### src/sv/kkr_pkg.sv
// package: constants, cell control types for the differencing residue core
`timescale 1ns / 1ps
package kkr_pkg;
    localparam int NUM_BUCKETS = 128;
    localparam int VALUE_W     = 40;
    localparam int LABEL_W     = 7;
    localparam int SUM_W       = 47;
    localparam int CNT_W       = $clog2(NUM_BUCKETS + 1);
    localparam logic [SUM_W-1:0] SUM_MAX = {SUM_W{1'b1}};

    typedef enum logic [2:0] {
        OP_HOLD,
        OP_LOAD,
        OP_SORT,
        OP_DIFF,
        OP_CLEAR
    } cell_op_t;

    typedef struct packed {
        cell_op_t op;
        logic     hit;
        logic     sort_lo;
        logic     sort_hi;
        logic     head;
    } cell_ctrl_t;
endpackage

### src/sv/kkr_cell.sv
// one cell of the bucket chain: accumulate, compare-exchange sort, shift-insert
`timescale 1ns / 1ps
module kkr_cell
    import kkr_pkg::*;
(
    input  logic               clk,
    input  logic               rst_n,
    input  cell_ctrl_t         ctrl,
    input  logic [VALUE_W-1:0] value,
    input  logic [SUM_W-1:0]   d,
    input  logic [SUM_W-1:0]   nb_up,
    input  logic [SUM_W-1:0]   nb_dn,
    input  logic [SUM_W-1:0]   nb_dn2,
    output logic [SUM_W-1:0]   q
);
    logic [SUM_W-1:0] sum_reg;
    logic [SUM_W-1:0] sum_next;
    logic [SUM_W:0]   add_s;

    assign add_s = {1'b0, sum_reg} + (SUM_W + 1)'(value);

    always_comb
    begin
        sum_next = sum_reg;
        case (ctrl.op)
            OP_LOAD:
            begin
                if (ctrl.hit)
                begin
                    sum_next = add_s[SUM_W] ? SUM_MAX : add_s[SUM_W-1:0];
                end
            end
            OP_SORT:
            begin
                if (ctrl.sort_lo && nb_dn > sum_reg)
                begin
                    sum_next = nb_dn;
                end
                else if (ctrl.sort_hi && nb_up < sum_reg)
                begin
                    sum_next = nb_up;
                end
            end
            OP_DIFF:
            begin
                // insert d into the list shifted up by two
                if (!ctrl.head && d > nb_dn)
                begin
                    sum_next = nb_dn;
                end
                else
                begin
                    sum_next = (d > nb_dn2) ? d : nb_dn2;
                end
            end
            OP_CLEAR: sum_next = '0;
            default:  sum_next = sum_reg;
        endcase
    end

    always_ff @(posedge clk or negedge rst_n)
    begin
        if (!rst_n)
        begin
            sum_reg <= '0;
        end
        else
        begin
            sum_reg <= sum_next;
        end
    end

    assign q = sum_reg;
endmodule

### config.mk
export PLATFORM = sky130hd
export DESIGN_NAME = kkr_cell
export DESIGN_NICKNAME = d
export VERILOG_FILES = /design/src/sv/kkr_pkg.sv /design/src/sv/kkr_cell.sv
export SDC_FILE = /design/constraint.sdc
export NUM_CORES = 1
export LEC_CHECK = 0
export ABC_AREA = 0
export BUFFER_PORTS_ARGS = -buffer_cell sky130_fd_sc_hd__buf_2
export CORE_MARGIN = 2
export CORE_UTILIZATION = 40
export CTS_CLUSTER_SIZE = 14
export DETAILED_ROUTE_END_ITERATION = 7
export GPL_TIMING_DRIVEN = 0
export PLACE_DENSITY = 0.66
export SYNTH_ARGS = -nofsm -noshare
export SYNTH_HDL_FRONTEND = slang
export SYNTH_SLANG_ARGS = --single-unit
export TNS_END_PERCENT = 100
### constraint.sdc
create_clock -name clk -period 2.9 [get_ports clk]
set_input_delay 0.29 -clock clk [delete_from_list [all_inputs] [get_ports clk]]
set_output_delay 0.29 -clock clk [all_outputs]
set_load 0.02 [all_outputs]
==> impl_metrics.json <==
{
  "status": "finished with violations",
  "violations": "setup timing",
  "max_freq_mhz": 300,
  "grt_max_degree": 48,
  "slew_headroom": 0.160,
  "io-pin-count": 284,
  "p_leak_nw": 7.30,
  "final_cell_area_um2": 14600,
  "synthTopCellsByArea": "ha_1, dfrtp_1, a21oi_1",
  "grt_usage": 0.310,
  "seq_area_frac_synth": 0.110,
  "path_class": "flop to flop",
  "power_frac_comb": 0.811,
  "insertion_delay_ns": 0.31,
  "ys_ff_latch": 47,
  "first_iter_violations": 1167,
  "synth_cell_types": 75,
  "cts_buffers": 5,
  "crit_path_start_kind": "flop",
  "core_um2": 26200,
  "final_layout_size_suffix_gt1_frac": 0.312,
  "grt_pass1_wl_mm": 68.2,
  "fin_ws_ns": -0.433,
  "synthTopCellsByCount": "ha_1, inv_1, a21oi_1, o21ai_0, nand2_1",
  "dpl_cell_area_um2": 12700,
  "synth_ff_type": "dfrtp_1",
  "grt_pass1_vias": 12500,
  "initial_utilization": 0.409,
  "dieArea_um2": 28100,
  "antenna_found_initial": 2,
  "hold_class": "input port to asynchronous set/reset pin",
  "intPower_mw": 4.81,
  "clk_pin_slew_worst_paths_ns": 0.09,
  "setup_viol": 47,
  "overflow": 0,
  "required_ns": 3.12,
  "power_density_nw_per_um2": 703,
  "routed-via-count": 13100,
  "hold_viol": 0,
  "avgSynthCellArea_um2": 7.37,
  "pwr-share-clk": 0.064,
  "seqPwrFrac": 0.125,
  "switchingPower_mw": 5.48,
  "ir_drop_mv": 0.543,
  "path_max_fanout": 7,
  "synth_nets": 1918,
  "detail-route-antenna-nets": 0,
  "synth-async-reset-ratio": 1.00,
  "cts_tree": "built",
  "row_count": 59,
  "maxCapViolations": 0,
  "rsz0062_at_grt": "true",
  "area_growth_pct": 36.6,
  "layout.nets": 2282,
  "hpwl_mm": 37.1,
  "drc": 0,
  "cts.sinks": 47,
  "dp_slack_ns": -1.46,
  "cp.arrival_ns": 3.56,
  "period_share": 1.15,
  "htree_levels": 2,
  "first_pass_iters": 5,
  "netlist_instances": 1453,
  "fp.dieH_um": 168,
  "yosys.area.top_type": "ha_1",
  "gp_congestion": 0.938,
  "synth_warnings": 0,
  "fp.dieW_um": 168,
  "drt-total-wl_mm": 47.2,
  "fin_skew_ns": 0.0177,
  "viasPerCell": 6.06,
  "fin_crit_ns": 3.33,
  "cts-root-buf": "clkbuf_16",
  "synth_top_cell_area_share": 0.265,
  "wl_per_cell_um": 21.9,
  "worst_pin_slew_ns": 1.26,
  "syn_area_um2": 10700,
  "synth.most_common_cell": "ha_1",
  "clockBufferDepth": 2,
  "final_max_slew_viol_count": 0,
  "swShare": 0.533,
  "largest_register_ffs": 47,
  "endpoint_kind": "flop",
  "synth_edf_count": 0,
  "port_buffers": 283
}
-- layout make-up --
type	count	area, um^2
clock inverter	3	22.5
tap	335	419
fill	2543	11600
multi-input combinational	1188	9530
buffer	58	541
clock buffer	5	125
sequential	47	1190
inverter	153	574
antenna	2	5.00
timing repair buffer	364	2220
-- repair_timing --
action                     in CTS  in global routing
hold buffers                    0                  0
gates cloned                    3                  8
gates resized for setup       166                 96
buffers inserted               46                 24
setup endpoints to repair      47                 47
pin swaps                      56                 34
-- metal layers --
layer  GRT usage  vias to the layer above  share of wire
met5           0                        -              0
met4       0.124                        0          0.046
met3      0.0421                      100          0.082
met2       0.501                      674           0.44
met1       0.418                     6133           0.43
li1            -                     6152              -
-- critical path: stages, from the launching register on --
cell      delay (ns)
dfrtp_1         0.46
ha_4            0.30
buf_6           0.11
nand4_1         0.13
buf_4           0.18
nor4_4          0.22
nand4_1         0.18
a41oi_2         0.30
o41a_1          0.26
o211ai_2        0.14
nor3_2          0.23
nand2b_4        0.19
buf_12          0.16
buf_12          0.13
o211ai_1        0.11
o21ai_1         0.14
-- per-stage QoR --
| step | total power [mW] | hold slack [ns] | std cells | TNS (ns) | utilization |
|---|---|---|---|---|---|
| CTS | 9.51 | 0.282 | 2124 | -11.68 | 0.528 |
| floorplan | 6.03 | -0.00559 | 1453 | -0.269 | - |
| global placement | 7.97 | 0.581 | 2071 | -60.89 | 0.484 |
| detailed placement | 8.06 | 0.599 | 2071 | -60.84 | 0.484 |
| finish | 10.3 | 0.259 | 2155 | -17.48 | 0.558 |
| global route | 11.1 | 0.342 | 2154 | -21.31 | 0.558 |
-- cell families (layout without fill, tap and decap cells) --
family | after synthesis | in the layout | share of synthesized area
buffers and inverters | 218 | 583 | 0.0834
xor gates and xnor gates | 35 | 35 | 0.0286
DFF | 47 | 47 | 0.110
other | 0 | 2 | 0
adders and majority gates | 228 | 228 | 0.267
muxes | 50 | 50 | 0.0468
and+or+nand+nor | 360 | 360 | 0.156
AOI/OAI and AO/OA | 515 | 515 | 0.308
-- power by group through the flow --
stage	clock network [mW]	registers, mW	logic (mW)
5_1_grt	0.679	1.31	9.07
3_5_place_dp	0	1.33	6.74
2_1_floorplan	0	1.59	4.44
4_1_cts	0.661	1.26	7.59
3_3_place_gp	0	1.32	6.65
6_report	0.663	1.28	8.34
-- final timing paths --
| path | start | end | slack (ns) | depth (start not counted) |
|---|---|---|---|---|
| max reg2reg | q[13] | q[4] | -0.43 | 15 |
| min in group clk | ctrl[6] | q[43] | 0.46 | 4 |
| max in group asynchronous | rst_n | q[0] | 1.79 | 1 |
| max | q[13] | q[4] | -0.43 | 15 |
| min reg2reg | q[34] | q[34] | 0.59 | 2 |
| min | rst_n | q[30] | 0.26 | 1 |
-- cell usage in the layout (no fill, tap or decap), types with 5 or more instances in the layout --
master / n
buf_2: 286
a21o_1: 33
clkbuf_16: 13
ha_1: 201
a21oi_2: 21
a211oi_2: 5
a211oi_1: 15
clkbuf_4: 5
xnor2_1: 17
nand2_1: 112
o211ai_1: 41
inv_1: 136
o21ai_0: 82
clkbuf_1: 18
nand3_1: 30
nor2_4: 7
nor3_1: 7
o221ai_2: 13
nor4_4: 5
nand4_1: 49
buf_6: 16
nor2_1: 93
ha_4: 22
and2_1: 5
o21bai_1: 7
o221ai_1: 32
a21oi_1: 132
dfrtp_2: 11
a31oi_1: 11
o21a_1: 10
xor2_1: 18
dfrtp_1: 36
o21ai_1: 53
mux2i_1: 48
buf_4: 69
nor2b_1: 8
buf_12: 9
inv_2: 17
No activity file was read; power rests on OpenSTA's default activity.
